--- config.mk ---
export PLATFORM = sky130hd
export DESIGN_NAME = altitude_hold_throttle_manager
export DESIGN_NICKNAME = d
export VERILOG_FILES = /design/src/hw/rtl/ahtm_pkg.sv /design/src/hw/rtl/altitude_hold_throttle_manager.sv /design/src/hw/rtl/ahtm_core.sv
export SDC_FILE = /design/constraint.sdc
export NUM_CORES = 1
export LEC_CHECK = 0
export BUFFER_PORTS_ARGS = -buffer_cell sky130_fd_sc_hd__buf_2
export CELL_PAD_IN_SITES_DETAIL_PLACEMENT = 1
export CELL_PAD_IN_SITES_GLOBAL_PLACEMENT = 2
export CORE_MARGIN = 2
export CORE_UTILIZATION = 41
export DETAILED_ROUTE_END_ITERATION = 10
export PLACE_DENSITY = 0.93
export SYNTH_ARGS = -nofsm -noshare
export SYNTH_HDL_FRONTEND = slang
export SYNTH_HIERARCHICAL = 1
export SYNTH_SLANG_ARGS = --single-unit
--- constraint.sdc ---
create_clock -name i_clk -period 23.2 [get_ports i_clk]
set_input_delay 4.64 -clock i_clk [delete_from_list [all_inputs] [get_ports i_clk]]
set_output_delay 4.64 -clock i_clk [all_outputs]
set_load 0.1 [all_outputs]
--- src/hw/rtl/ahtm_pkg.sv ---
`default_nettype none
// ----------------------------------------------------------------------------
// ahtm_pkg
// Types and constants shared by the altitude hold throttle manager.
// ----------------------------------------------------------------------------
package ahtm_pkg;

    localparam int DRIFT_DIV  = 2000;
    localparam int THR_MARGIN = 100;

    localparam int CFG_IDX_W = 3;
    localparam logic [CFG_IDX_W-1:0] CFG_FAST_CHANGE = 3'd0;
    localparam logic [CFG_IDX_W-1:0] CFG_DEADBAND    = 3'd1;
    localparam logic [CFG_IDX_W-1:0] CFG_MIN_THR     = 3'd2;
    localparam logic [CFG_IDX_W-1:0] CFG_MAX_THR     = 3'd3;
    localparam logic [CFG_IDX_W-1:0] CFG_PLANE_MODE  = 3'd4;
    localparam logic [CFG_IDX_W-1:0] CFG_PITCH_DIR   = 3'd5;

    localparam logic        RST_FAST_CHANGE = 1'b1;
    localparam logic [7:0]  RST_DEADBAND    = 8'd40;
    localparam logic [10:0] RST_MIN_THR     = 11'd1150;
    localparam logic [10:0] RST_MAX_THR     = 11'd1850;
    localparam logic        RST_PLANE_MODE  = 1'b0;
    localparam logic [1:0]  RST_PITCH_DIR   = 2'b01;

    // pitch direction codes, two bit signed
    localparam logic [1:0] DIR_ZERO    = 2'b00;
    localparam logic [1:0] DIR_POS     = 2'b01;
    localparam logic [1:0] DIR_NEG_TWO = 2'b10;
    localparam logic [1:0] DIR_NEG     = 2'b11;

    typedef struct packed {
        logic              fast_change;
        logic [7:0]        deadband;
        logic [10:0]       min_thr;
        logic [10:0]       max_thr;
        logic              plane_mode;
        logic signed [1:0] pitch_dir;
    } t_cfg;

    typedef struct packed {
        logic               hold_on;
        logic [10:0]        hold_thr;
        logic signed [31:0] alt_target;
        logic               stick_moved;
        logic signed [11:0] drift;
    } t_state;

    typedef struct packed {
        logic               hold_switch;
        logic [10:0]        throttle;
        logic signed [15:0] pitch;
        logic signed [31:0] est_alt;
        logic signed [15:0] pid;
    } t_item_in;

    typedef struct packed {
        logic [10:0]        throttle;
        logic signed [15:0] pitch;
        logic signed [31:0] target;
        logic               clr_int;
        logic               clr_pid;
        logic               hold_active;
    } t_item_out;

endpackage
`default_nettype wire

--- src/hw/rtl/altitude_hold_throttle_manager.sv ---
`default_nettype none
// ----------------------------------------------------------------------------
// altitude_hold_throttle_manager
// Altitude hold activation and throttle/pitch processing per control cycle.
// ----------------------------------------------------------------------------
// path: the input transfer loads the input register, then one combinational
//   pass through the core feeds the result register
// throughput: one item per cycle unless the output stalls; hold state is
//   read and written in that pass
// reset: hold state clears, registers take their default values, both
//   pipeline stages empty
module altitude_hold_throttle_manager (
    input  wire logic                              i_clk,
    input  wire logic                              i_rst_n,
    input  wire logic                              i_valid,
    output      logic                              o_stall,
    input  wire logic                              i_hold_switch,
    input  wire logic [10:0]                       i_throttle_in,
    input  wire logic signed [15:0]                i_pitch_in,
    input  wire logic signed [31:0]                i_est_altitude,
    input  wire logic signed [15:0]                i_pid_term,
    output      logic                              o_valid,
    input  wire logic                              i_stall,
    output      logic [10:0]                       o_throttle_out,
    output      logic signed [15:0]                o_pitch_out,
    output      logic signed [31:0]                o_target_altitude,
    output      logic                              o_clear_integral,
    output      logic                              o_clear_pid,
    output      logic                              o_hold_active,
    input  wire logic                              i_cfg_valid,
    output      logic                              o_cfg_ready,
    input  wire logic [ahtm_pkg::CFG_IDX_W-1:0]    i_cfg_index,
    input  wire logic [10:0]                       i_cfg_data
);
    import ahtm_pkg::*;

    t_cfg      r_cfg;
    logic      r_in_valid;
    t_item_in  r_in;
    t_state    r_state;
    t_state    n_state;
    logic      r_out_valid;
    t_item_out r_out;
    t_item_out n_out;
    logic      out_open;
    logic      advance;

    assign out_open    = !r_out_valid || !i_stall;
    assign advance     = r_in_valid && out_open;
    assign o_stall     = r_in_valid && !out_open;
    assign o_cfg_ready = 1'b1;

    ahtm_core u_core (
        .i_cfg   (r_cfg),
        .i_state (r_state),
        .i_item  (r_in),
        .o_state (n_state),
        .o_item  (n_out)
    );

    always_ff @(posedge i_clk) begin
        if (!i_rst_n) begin
            r_cfg.fast_change <= RST_FAST_CHANGE;
            r_cfg.deadband    <= RST_DEADBAND;
            r_cfg.min_thr     <= RST_MIN_THR;
            r_cfg.max_thr     <= RST_MAX_THR;
            r_cfg.plane_mode  <= RST_PLANE_MODE;
            r_cfg.pitch_dir   <= RST_PITCH_DIR;
        end else if (i_cfg_valid && o_cfg_ready) begin
            unique case (i_cfg_index)
                CFG_FAST_CHANGE: r_cfg.fast_change <= i_cfg_data[0];
                CFG_DEADBAND:    r_cfg.deadband    <= i_cfg_data[7:0];
                CFG_MIN_THR:     r_cfg.min_thr     <= i_cfg_data;
                CFG_MAX_THR:     r_cfg.max_thr     <= i_cfg_data;
                CFG_PLANE_MODE:  r_cfg.plane_mode  <= i_cfg_data[0];
                CFG_PITCH_DIR:   r_cfg.pitch_dir   <= i_cfg_data[1:0];
                default: begin
                end
            endcase
        end
    end

    always_ff @(posedge i_clk) begin
        if (!i_rst_n) begin
            r_in_valid  <= 1'b0;
            r_out_valid <= 1'b0;
            r_state     <= '0;
        end else begin
            if (!o_stall) begin
                r_in_valid <= i_valid;
            end
            if (out_open) begin
                r_out_valid <= r_in_valid;
            end
            if (advance) begin
                r_state <= n_state;
            end
        end
    end

    always_ff @(posedge i_clk) begin
        if (i_valid && !o_stall) begin
            r_in.hold_switch <= i_hold_switch;
            r_in.throttle    <= i_throttle_in;
            r_in.pitch       <= i_pitch_in;
            r_in.est_alt     <= i_est_altitude;
            r_in.pid         <= i_pid_term;
        end
        if (advance) begin
            r_out <= n_out;
        end
    end

    assign o_valid           = r_out_valid;
    assign o_throttle_out    = r_out.throttle;
    assign o_pitch_out       = r_out.pitch;
    assign o_target_altitude = r_out.target;
    assign o_clear_integral  = r_out.clr_int;
    assign o_clear_pid       = r_out.clr_pid;
    assign o_hold_active     = r_out.hold_active;

    // activation clears both the pid term and the integrator
    a_clr_pid_implies_int: assert property (@(posedge i_clk) disable iff (!i_rst_n)
        r_out_valid && r_out.clr_pid |-> r_out.clr_int && r_out.hold_active)
        else $error("clear_pid without clear_integral or hold");

    // drift remainder stays below the divisor in magnitude
    a_drift_range: assert property (@(posedge i_clk) disable iff (!i_rst_n)
        r_state.drift < 12'sd2000 && r_state.drift > -12'sd2000)
        else $error("drift accumulator out of range");

    // hold state only moves when an item passes into the result register
    a_state_on_advance: assert property (@(posedge i_clk) disable iff (!i_rst_n)
        !advance |=> $stable(r_state))
        else $error("hold state changed without an item");

    // a stalled input stage must hold an item
    a_stall_has_item: assert property (@(posedge i_clk) disable iff (!i_rst_n)
        o_stall |-> r_in_valid && r_out_valid)
        else $error("input stall with empty pipeline");

endmodule
`default_nettype wire

--- src/hw/rtl/ahtm_core.sv ---
`default_nettype none
// ----------------------------------------------------------------------------
// ahtm_core
// One control cycle of hold activation, throttle deadband handling, target
// drift and fixed wing pitch correction, from current state to next state.
// ----------------------------------------------------------------------------
module ahtm_core (
    input  ahtm_pkg::t_cfg      i_cfg,
    input  ahtm_pkg::t_state    i_state,
    input  ahtm_pkg::t_item_in  i_item,
    output ahtm_pkg::t_state    o_state,
    output ahtm_pkg::t_item_out o_item
);
    import ahtm_pkg::*;

    localparam logic signed [12:0] DIV1 = 13'(DRIFT_DIV);
    localparam logic signed [12:0] DIV2 = 13'(2 * DRIFT_DIV);

    logic               act;
    logic [10:0]        hold_thr_e;
    logic signed [31:0] target_e;
    logic signed [15:0] pid_e;
    logic signed [11:0] diff;
    logic [10:0]        mag;
    logic               outside;
    logic [11:0]        lo_u;
    logic signed [17:0] sum, lo_s, hi_s, clp;
    logic [10:0]        thr_clamp;
    logic signed [17:0] pid_ext, prod, pitch_sum;
    logic signed [15:0] pitch_sat;
    logic signed [12:0] acc, rem;
    logic signed [2:0]  quo;

    always_comb begin
        // activation latches target and throttle, pid counts as zero
        act        = i_item.hold_switch && !i_state.hold_on;
        hold_thr_e = act ? i_item.throttle : i_state.hold_thr;
        target_e   = act ? i_item.est_alt : i_state.alt_target;
        pid_e      = act ? 16'sd0 : i_item.pid;

        diff    = $signed({1'b0, i_item.throttle}) - $signed({1'b0, hold_thr_e});
        mag     = diff[11] ? 11'(-diff) : diff[10:0];
        outside = mag > {3'b000, i_cfg.deadband};

        // clamp, lower bound checked first, so a sum at or above both bounds takes the upper
        lo_u = {1'b0, i_cfg.min_thr} + 12'(THR_MARGIN);
        lo_s = $signed({6'b0, lo_u});
        hi_s = $signed({7'b0, i_cfg.max_thr});
        sum  = $signed({7'b0, hold_thr_e}) + $signed({{2{pid_e[15]}}, pid_e});
        if (sum < lo_s) begin
            clp = lo_s;
        end else if (sum > hi_s) begin
            clp = hi_s;
        end else begin
            clp = sum;
        end
        thr_clamp = (clp > 18'sd2047) ? 11'h7FF : clp[10:0];

        // fixed wing pitch correction
        pid_ext = $signed({{2{pid_e[15]}}, pid_e});
        unique case (i_cfg.pitch_dir)
            DIR_ZERO:    prod = 18'sd0;
            DIR_POS:     prod = pid_ext;
            DIR_NEG:     prod = -pid_ext;
            DIR_NEG_TWO: prod = -(pid_ext <<< 1);
            default:     prod = 18'sd0;
        endcase
        pitch_sum = $signed({{2{i_item.pitch[15]}}, i_item.pitch}) + prod;
        if (pitch_sum > 18'sd32767) begin
            pitch_sat = 16'sh7FFF;
        end else if (pitch_sum < -18'sd32768) begin
            pitch_sat = -16'sh8000;
        end else begin
            pitch_sat = pitch_sum[15:0];
        end

        // slow drift: truncating quotient and remainder by the drift divisor
        acc = $signed({i_state.drift[11], i_state.drift}) + $signed({diff[11], diff});
        if (acc >= DIV2) begin
            quo = 3'sd2;
            rem = acc - DIV2;
        end else if (acc >= DIV1) begin
            quo = 3'sd1;
            rem = acc - DIV1;
        end else if (acc <= -DIV2) begin
            quo = -3'sd2;
            rem = acc + DIV2;
        end else if (acc <= -DIV1) begin
            quo = -3'sd1;
            rem = acc + DIV1;
        end else begin
            quo = 3'sd0;
            rem = acc;
        end

        o_state             = i_state;
        o_state.hold_on     = i_item.hold_switch;
        o_state.hold_thr    = hold_thr_e;
        o_state.alt_target  = target_e;

        o_item.throttle    = i_item.throttle;
        o_item.pitch       = i_item.pitch;
        o_item.clr_int     = act;
        o_item.clr_pid     = act;
        o_item.hold_active = i_item.hold_switch;

        if (i_item.hold_switch) begin
            if (i_cfg.plane_mode) begin
                o_item.pitch = pitch_sat;
            end else if (i_cfg.fast_change) begin
                if (outside) begin
                    o_item.clr_int      = 1'b1;
                    o_state.stick_moved = 1'b1;
                    if (i_item.throttle > hold_thr_e) begin
                        o_item.throttle = i_item.throttle - 11'(i_cfg.deadband);
                    end else begin
                        o_item.throttle = i_item.throttle + 11'(i_cfg.deadband);
                    end
                end else begin
                    if (i_state.stick_moved) begin
                        o_state.alt_target  = i_item.est_alt;
                        o_state.stick_moved = 1'b0;
                    end
                    o_item.throttle = thr_clamp;
                end
            end else begin
                if (outside) begin
                    o_state.drift       = rem[11:0];
                    o_state.alt_target  = target_e + $signed({{29{quo[2]}}, quo});
                    o_state.stick_moved = 1'b1;
                end else if (i_state.stick_moved) begin
                    o_state.alt_target  = i_item.est_alt;
                    o_state.drift       = 12'sd0;
                    o_state.stick_moved = 1'b0;
                end
                o_item.throttle = thr_clamp;
            end
        end

        o_item.target = o_state.alt_target;
    end

endmodule
`default_nettype wire

# [Word level (Yosys, flattened, before mapping)]
# Index checks and enable logic that the tools add are counted.
[op_classes] n_addsub=15 n_lt_le_gt_ge=11 n_eq_ne=8 muxes=37 n_bitwise=2 n_reduce_logical=21
[op_table] op="$mux 45" count=4
[op_table] op="$mux 11" count=7
[op_table] op="$pmux 18 s4" count=1
[op_table] op="$mux 33" count=2
[op_table] op="$mux 16" count=4
[op_table] op="$mux 32" count=2
[op_table] op="$mux 12" count=5
[op_table] op="$mux 18" count=2
[op_table] op="$add 32x3->32" count=1
[op_table] op="$mux 27" count=1
[op_table] op="$add 16x18->18" count=1
[op_table] op="$gt 18x12->1" count=1
[op_table] op="$gt 18x12->1 const B" count=1
[op_table] op="$gt 18x16->1 const B" count=1
[op_table] op="$lt 18x13->1" count=1
[op_table] op="$lt 18x16->1 const B" count=1
[op_table] op="$neg 16->18" count=1
[op_table] op="$neg 17->18" count=1
[op_table] op="$add 12x16->17" count=1
[op_table] op="$add 12x12->13" count=1
[op_table] op="$ge 13x12->1 const B" count=1
[op_table] op="$ge 13x13->1 const B" count=1
[op_table] op="$le 13x12->1 const B" count=1
[op_table] op="$le 13x13->1 const B" count=1
[op_table] op="28 further kinds" count=51
[totals] register_bits=231 input_bits=95 output_inout_bits=65

# [Depth between registers and ports, before layout]
# Gate-level depths: netlist of run 1.
[depth] ltp_word=15 mapped_depth=51 ltp_nobuf=39

# [Modules after synthesis]
# Netlist of run 1, hierarchy kept.
[by_module_without_submodules] mod="ahtm_core" instances=1 cells_each=1483 area_per_inst_um2=9598.0 seq_area_each_um2=0.0
[by_module_without_submodules] mod="altitude_hold_throttle_manager" instances=1 cells_each=534 area_per_inst_um2=7928.9 seq_area_each_um2=6005.8

# [Worst setup path before layout of run 1]
# Ideal clock, no wire load.
[synth_timing] kind="register to register" startpoint="reg r_in[75] (netlist bit)" endpoint="reg r_state[44] (netlist bit)" setup_time_ns=0.120 arrival_time_ns=10.618 t_required_ns=23.080 slack_ns=12.463 stages_incl_launch_ff=47 period_less_slack_ns=10.737 cell_sequence="edfxtp_1 nand2b_1 inv_2 buf_2 buf_2 buf_1 clkbuf_1 buf_1 clkbuf_1 buf_1 mux2i_1 ha_1 buf_1 a21oi_1 inv_1 a311o_1 a21oi_1 o21bai_1 [11 not listed] buf_6 clkinv_8 clkbuf_1 clkbuf_1 buf_1 ha_1 a21o_1 a21oi_1 maj3_2 a221oi_2 o311a_4 a31o_1 a32oi_1 mux2_1 a221o_1 buf_4 nand2_1 mux2i_1"
[synth_rtl] item="start: declaration" line="altitude_hold_throttle_manager.sv:39" rtl="t_item_in r_in;"
[synth_rtl] item="end signal: assignment" line="altitude_hold_throttle_manager.sv:96" rtl="r_state <= n_state;"
[synth_rtl] item="end: declaration" line="altitude_hold_throttle_manager.sv:40" rtl="t_state r_state;"

# [Worst setup path in the final report of run 1]
[layout_timing] startpoint="in i_stall" endpoint="out o_stall"
[layout_between] elab_chain_cells=4
[layout_rtl] item="start: declaration" line="altitude_hold_throttle_manager.sv:23" rtl="input wire logic i_stall,"
[layout_rtl] item="$logic_not 1->1" line="altitude_hold_throttle_manager.sv:48" rtl="assign out_open = !r_out_valid || !i_stall;"
[layout_rtl] item="$logic_or 1x1->1" line="altitude_hold_throttle_manager.sv:48"
[layout_rtl] item="$logic_not 1->1" line="altitude_hold_throttle_manager.sv:50" rtl="assign o_stall = r_in_valid && !out_open;"
[layout_rtl] item="$logic_and 1x1->1" line="altitude_hold_throttle_manager.sv:50"
[layout_rtl] item="end: declaration" line="altitude_hold_throttle_manager.sv:16" rtl="output logic o_stall,"
# No other way between the ends.

==> results.cfg, run 1 <==
[logic_synthesis]
synth-seq-cells = 231
yosys-top-cells-area = edfxtp_1, dfxtp_1, ha_1
synthCells = 2017
synth-edff-count = 138
syn_area_per_cell_um2 = 8.690
async_reset_ff_share_pct = 0
synth_fp_nets = 2232
syn_area_um2 = 17530
synth.distinct_cells = 95
synth_common_cells = nand2_1, mux2i_1, edfxtp_1, a21oi_1
synth_top_cell_area_share_pct = 23.64
synth_ff_type = edfxtp_1
yosysMostFrequentCell = nand2_1
synth_area_leader_cell = edfxtp_1
yosysSeqAreaShare_pct = 34.27
yosysWarnings = 6

[pwr]
p_clk_share_pct = 30.4
vdd_drop_max_mv = 0.05972
seq_power_share_pct = 35.4
power_frac_comb_pct = 34.2
p_per_area_nw_per_um2 = 70.19
p_switching_uw = 501.9
swShare_pct = 37.13
leakage_nw = 8.155
p_total_mw = 1.352
p_int_uw = 849.9

[global_route]
grt_overflow = 0
grt_max_degree = 86
track_usage_pct = 24.14
grt_pass1_vias = 16090
grt_pass1_wl_um = 86190
antenna_found_initial = 0

[detailed_routing]
vias = 15400
drc = 0
dr.first_iter.drc_count = 788
wl_per_cell_um = 20.58
dr.pass1.iters = 5
ant_nets = 0
vias_per_cell = 5.818
drt-total-wl_um = 54460

[finish]
area_growth_pct = 9.880
antenna_cells = 0
nets = 2301
drive_above_1_share_pct = 11.87
finalInstanceArea_um2 = 19260
stdcell_count = 2646

[timing]
min_period_ns = 10.13
tns_ns = 0
hold_violations = 0
slew_headroom_pct = 19.54
finClkSkew_ns = 0.01920
finalSetupViolCount = 0
rsz0062_at_grt = no
max_clock_freq_mhz = 98.75
worst_pin_slew_ns = 1.199
drv_slew = 0
min_period_over_period_pct = 43.65

[clock_tree]
cts-htree-levels = 1
cts_buffers = 27
clk_pin_slew_worst_paths_ns = 0.06
cts_tree = built
clock_latency_ns = 0.58
cts_setup_buffers = 0
hold_buffers = 0
root_buffer = clkbuf_16
clock-sinks = 231
cts_resized = 0
ctsLongestPathBuffers = 3

[floorplan]
dieWidth_um = 210.8
dieArea_um2 = 44420
die_h_um = 210.8
rows = 75
core_um2 = 42040
start_util_pct = 41.69
boundaryPins = 160

[worst_setup_path]
max_stage_delay_ns = 0.46
crit_required_ns = 18.56
cp-end-kind = output port
path_max_fanout = 3
worstSetupStartpointType = input pin
cpLargestDelayFamily = buffers and inverters
path_buf_inv = 2
worst_path_max_delay_cell = buf_2
crit-reg2reg-launch = r_in[75]
cp_data_arrival_time_ns = 5.49
crit_cells = 3
crit_start = i_stall
crit_chain = buf_2 -> and3_1 -> buf_2
worstSetupPathType = input pin to output port
crit_top_cell = buf_2
reg2reg_depth = 38

[worst_hold_path]
holdPathStages = 2
hold_path.class = flop to flop
min-delay-start = r_state[56]

[place]
post_dp_cell_area_um2 = 18420
gp_congestion = 0.8804
dp_hpwl_um = 40140
placedCellCount = 2596
port_buffers = 158

[flow_run]
max_cap_viol_count = 0

[outcome]
status = completed
==> area by class of cell <==
| class | count | area [um2] |
|---|---|---|
| clock buffer | 39 | 740.7 |
| clock inverter | 11 | 98.84 |
| fill | 5011 | 22780 |
| inverter | 87 | 339.1 |
| multi-input combinational | 1565 | 10490 |
| sequential | 231 | 6006 |
| tap | 539 | 674.4 |
| timing repair buffer | 174 | 913.4 |
==> kinds of logic (layout without fill, tap and decap cells) <==
logic type | after synthesis | in the layout | share of synthesized area (%)
multiplexers | 148 | 148 | 8.502
flip-flops | 231 | 231 | 34.27
XOR/XNOR | 112 | 112 | 5.597
adder cells (fa/ha/maj) | 123 | 123 | 8.916
AO/OA/AOI/OAI | 470 | 470 | 17.75
other | 1 | 1 | 0.02140
AND/OR/NAND/NOR | 711 | 711 | 18.89
buffers and inverters | 221 | 311 | 6.054
==> power by group through the flow <==
stage | Clock (mW) | Combinational [mW] | Sequential [mW]
4_1_cts | 0.425 | 0.461 | 0.478
5_1_grt | 0.437 | 0.508 | 0.480
3_5_place_dp | 0 | 0.458 | 0.486
6_report | 0.412 | 0.462 | 0.478
3_3_place_gp | 0 | 0.444 | 0.485
2_1_floorplan | 0 | 0.309 | 0.530
==> final timing paths <==
check / slack (ns) / to
setup / recovery: 13.07 / o_stall
hold / removal: 0.45 / r_state[56]
setup reg to reg: 13.16 / r_state[44]
hold reg to reg: 0.45 / r_state[56]
==> stage by stage <==
| step | worst slack, ns | util [%] | hold WS (ns) |
|---|---|---|---|
| 2_1_floorplan | 12.46 | - | 0.4296 |
| 3_3_place_gp | 13.11 | 43.81 | 0.4387 |
| 3_5_place_dp | 13.07 | 43.81 | 0.4469 |
| 4_1_cts | 13.06 | 45.81 | 0.4566 |
| 5_1_grt | 12.39 | 45.81 | 0.4821 |
| 6_report | 13.07 | 45.81 | 0.4549 |
==> flip-flops by register name, indices dropped and copies added (netlist names) <==
| register | count |
|---|---|
| o_clear_integral | 1 |
| o_clear_pid | 1 |
| o_hold_active | 1 |
| o_pitch_out | 16 |
| o_target_altitude | 32 |
| o_throttle_out | 11 |
| o_valid | 1 |
| r_cfg | 34 |
| r_in | 76 |
| r_in_valid | 1 |
| r_state | 57 |
==> layer usage <==
| metal | vias to the layer above | track usage, % | wire, um |
|---|---|---|---|
| li1 | 7355 | - | - |
| met1 | 7620 | 31.69 | 24900 |
| met2 | 335 | 41.41 | 25710 |
| met3 | 85 | 3.003 | 2198 |
| met4 | 0 | 7.504 | 1650 |
| met5 | - | 0 | 0 |
==> tightest hold or removal path, stage by stage (launching register included) <==
cell     delay, ns
dfxtp_1       0.30
nand2_1       0.05
mux2i_1       0.05
==> layout by cell type, fill, tap and decap left out, types with 9 or more instances in the layout <==
cell type / Yosys / routed
nand2_1: 342 / 342
buf_2: 31 / 157
mux2i_1: 141 / 141
edfxtp_1: 138 / 138
a21oi_1: 131 / 131
nor2_1: 116 / 116
ha_1: 116 / 116
dfxtp_1: 93 / 93
inv_1: 85 / 85
o21ai_0: 82 / 82
xnor2_1: 75 / 75
nor2b_1: 57 / 55
nor3_1: 44 / 44
xor2_1: 37 / 37
a21o_1: 33 / 33
clkbuf_16: 0 / 27
nand3_1: 27 / 27
o21a_1: 22 / 22
nand2b_1: 22 / 21
a31oi_1: 22 / 21
o22ai_1: 20 / 20
and3_1: 18 / 18
buf_4: 40 / 17
a22oi_1: 16 / 16
nand4_1: 15 / 15
a22o_1: 15 / 15
and2_1: 13 / 13
o211ai_1: 12 / 12
clkbuf_1: 51 / 10
o31ai_1: 10 / 10
a32oi_1: 10 / 10
or3_1: 9 / 9
o21bai_1: 9 / 9
a221oi_1: 9 / 9
Note: power is estimated with default switching activity, not from simulation.
==> inputs of run 2 (changes only) <==
--- a/config.mk
+++ b/config.mk
@@ -9,9 +9,9 @@
 export CELL_PAD_IN_SITES_DETAIL_PLACEMENT = 1
 export CELL_PAD_IN_SITES_GLOBAL_PLACEMENT = 2
 export CORE_MARGIN = 2
-export CORE_UTILIZATION = 41
+export CORE_UTILIZATION = 38
 export DETAILED_ROUTE_END_ITERATION = 10
-export PLACE_DENSITY = 0.93
+export PLACE_DENSITY = 0.87
 export SYNTH_ARGS = -nofsm -noshare
 export SYNTH_HDL_FRONTEND = slang
 export SYNTH_HIERARCHICAL = 1
==> constraint.sdc (replaced) <==
create_clock -name i_clk -period 10 [get_ports i_clk]
set_input_delay 2 -clock i_clk [delete_from_list [all_inputs] [get_ports i_clk]]
set_output_delay 2 -clock i_clk [all_outputs]
set_load 0.1 [all_outputs]
==> results.cfg, run 2 (synthesis results as in run 1) <==
[finish]
final_common_cell = nand2_1
drive_above_1_share_pct = 12.45
stdcell_count = 2713
layout_common_cells = nand2_1, buf_2, mux2i_1, edfxtp_1, a21oi_1
largest_reg_flops = 76
nets = 2305
utilization_pct = 42.77
area_growth_pct = 10.99
largest-register = r_in
nFillCells = 5405
largestRegisters = r_in (76), r_state (57), r_cfg (34)
finalInstanceArea_um2 = 19450

[floorplan]
core_um2 = 45480
dieArea_um2 = 47860
start_util_pct = 38.54
rows = 78
die_h_um = 218.8
dieWidth_um = 218.8
boundaryPins = 160

[pwr]
p_total_mw = 3.224
vdd_drop_max_mv = 0.1337
leakage_nw = 8.211
p_per_area_nw_per_um2 = 165.7

[flow_run]
max_cap_viol_count = 0

[timing]
min_period_over_period_pct = 90.78
worst_hold_slack_ns = 0.4572
finClkSkew_ns = 0.01887
finalSetupViolCount = 0
worst_pin_slew_ns = 1.091
setup_ws_ns = 0.9215
hold_violations = 0
min_period_ns = 9.078
slew_headroom_pct = 26.81
drv_slew = 0
tns_ns = 0
max_clock_freq_mhz = 110.2

[clock_tree]
cts_buffers = 28
cts-htree-levels = 1
clock_latency_ns = 0.58
cts_tree = built
hold_buffers = 0
root_buffer = clkbuf_16
ctsLongestPathBuffers = 3
clk_pin_slew_worst_paths_ns = 0.07
clock-sinks = 231

[detailed_routing]
drc = 0
wl_per_cell_um = 20.53
ant_nets = 0
routedLengthMet1_um = 26240
vias_per_cell = 5.632
wl_met2_um = 26240
top_layer = met4
dr.first_iter.drc_count = 677
dr.pass1.iters = 4
drt-total-wl_um = 55690
vias = 15280
route.met3.wl_um = 1748

[worst_setup_path]
crit_required_ns = 10.43
worstSetupStartpointType = flop
cp-end-kind = flop
worstSetupPathType = flop to flop
max_stage_delay_ns = 0.49
crit_start = r_in[75]
crit_top_cell = ha_1
path_max_fanout = 15
crit-reg2reg-launch = r_in[75]
cp_data_arrival_time_ns = 9.51
worst_path_max_delay_cell = edfxtp_1

[worst_hold_path]
min-delay-start = r_state[56]
hold_path.class = flop to flop

[outcome]
status = completed

[place]
port_buffers = 158
placedCellCount = 2660
dp_hpwl_um = 40950
post-place-ws_ns = 0.7595
post_dp_cell_area_um2 = 18530
gp_congestion = 0.8687

[global_route]
track_usage_pct = 22.79
antenna_found_initial = 1
grt_pass1_vias = 15720
grt_max_degree = 94
grt_pass1_wl_um = 86990
grt_overflow = 0
-- run 2: changes by cell type in the layout (fill, tap and decap cells not counted), sizes merged --
cell,previous run,this run
clkbuf,39,36
buf,174,177
diode,0,1
bufinv,1,2
inv,87,88
clkinvlp,1,4
-- run 2: timing repair --
action	CTS	global route
endpoints found under the setup margin	0	6
buffers inserted	0	0
resized for setup	0	2
-- run 2: path summary, 6_finish.rpt --
path | end | slack, ns | cells past startpoint
min | r_state[56] | 0.46 | 2
min reg2reg | r_state[56] | 0.46 | 2
max | r_state[44] | 0.92 | 39
max reg2reg | r_state[44] | 0.92 | 39
-- run 2: worst max-delay path, delay by kind of cell, from the launching register on --
family | cells | cell delay [ns]
flops | 1 | 0.49
fa+ha+maj | 4 | 1.09
compound gates | 15 | 3.63
mux | 2 | 0.42
buf+inv | 3 | 0.27
xor+xnor | 1 | 0.33
simple gates | 14 | 2.72
-- run 2: metal layers --
layer / global-route usage, % / up-vias
li1: - / 7373
met5: 0 / -
met1: 30.60 / 7562
met2: 38.81 / 265
met4: 6.554 / 0
met3: 2.241 / 79
-- run 2: cell type report --
cell class	instances	area, um2	area share, %
clock buffer	36	777.0	3.994
tap	600	750.7	3.859
multi-input combinational	1565	10500	53.97
timing repair buffer	177	935.9	4.811
sequential	231	6006	30.87
antenna	1	2.502	0.01286
clock inverter	16	142.6	0.7333
inverter	87	339.1	1.743
-- run 2: power by group --
group	internal (mW)	switching (mW)	total, mW	leakage, nW
sequential	1.07	0.0397	1.11	2.08
combinational	0.364	0.718	1.08	5.68
clock	0.600	0.432	1.03	0.449
total	2.03	1.19	3.22	8.21
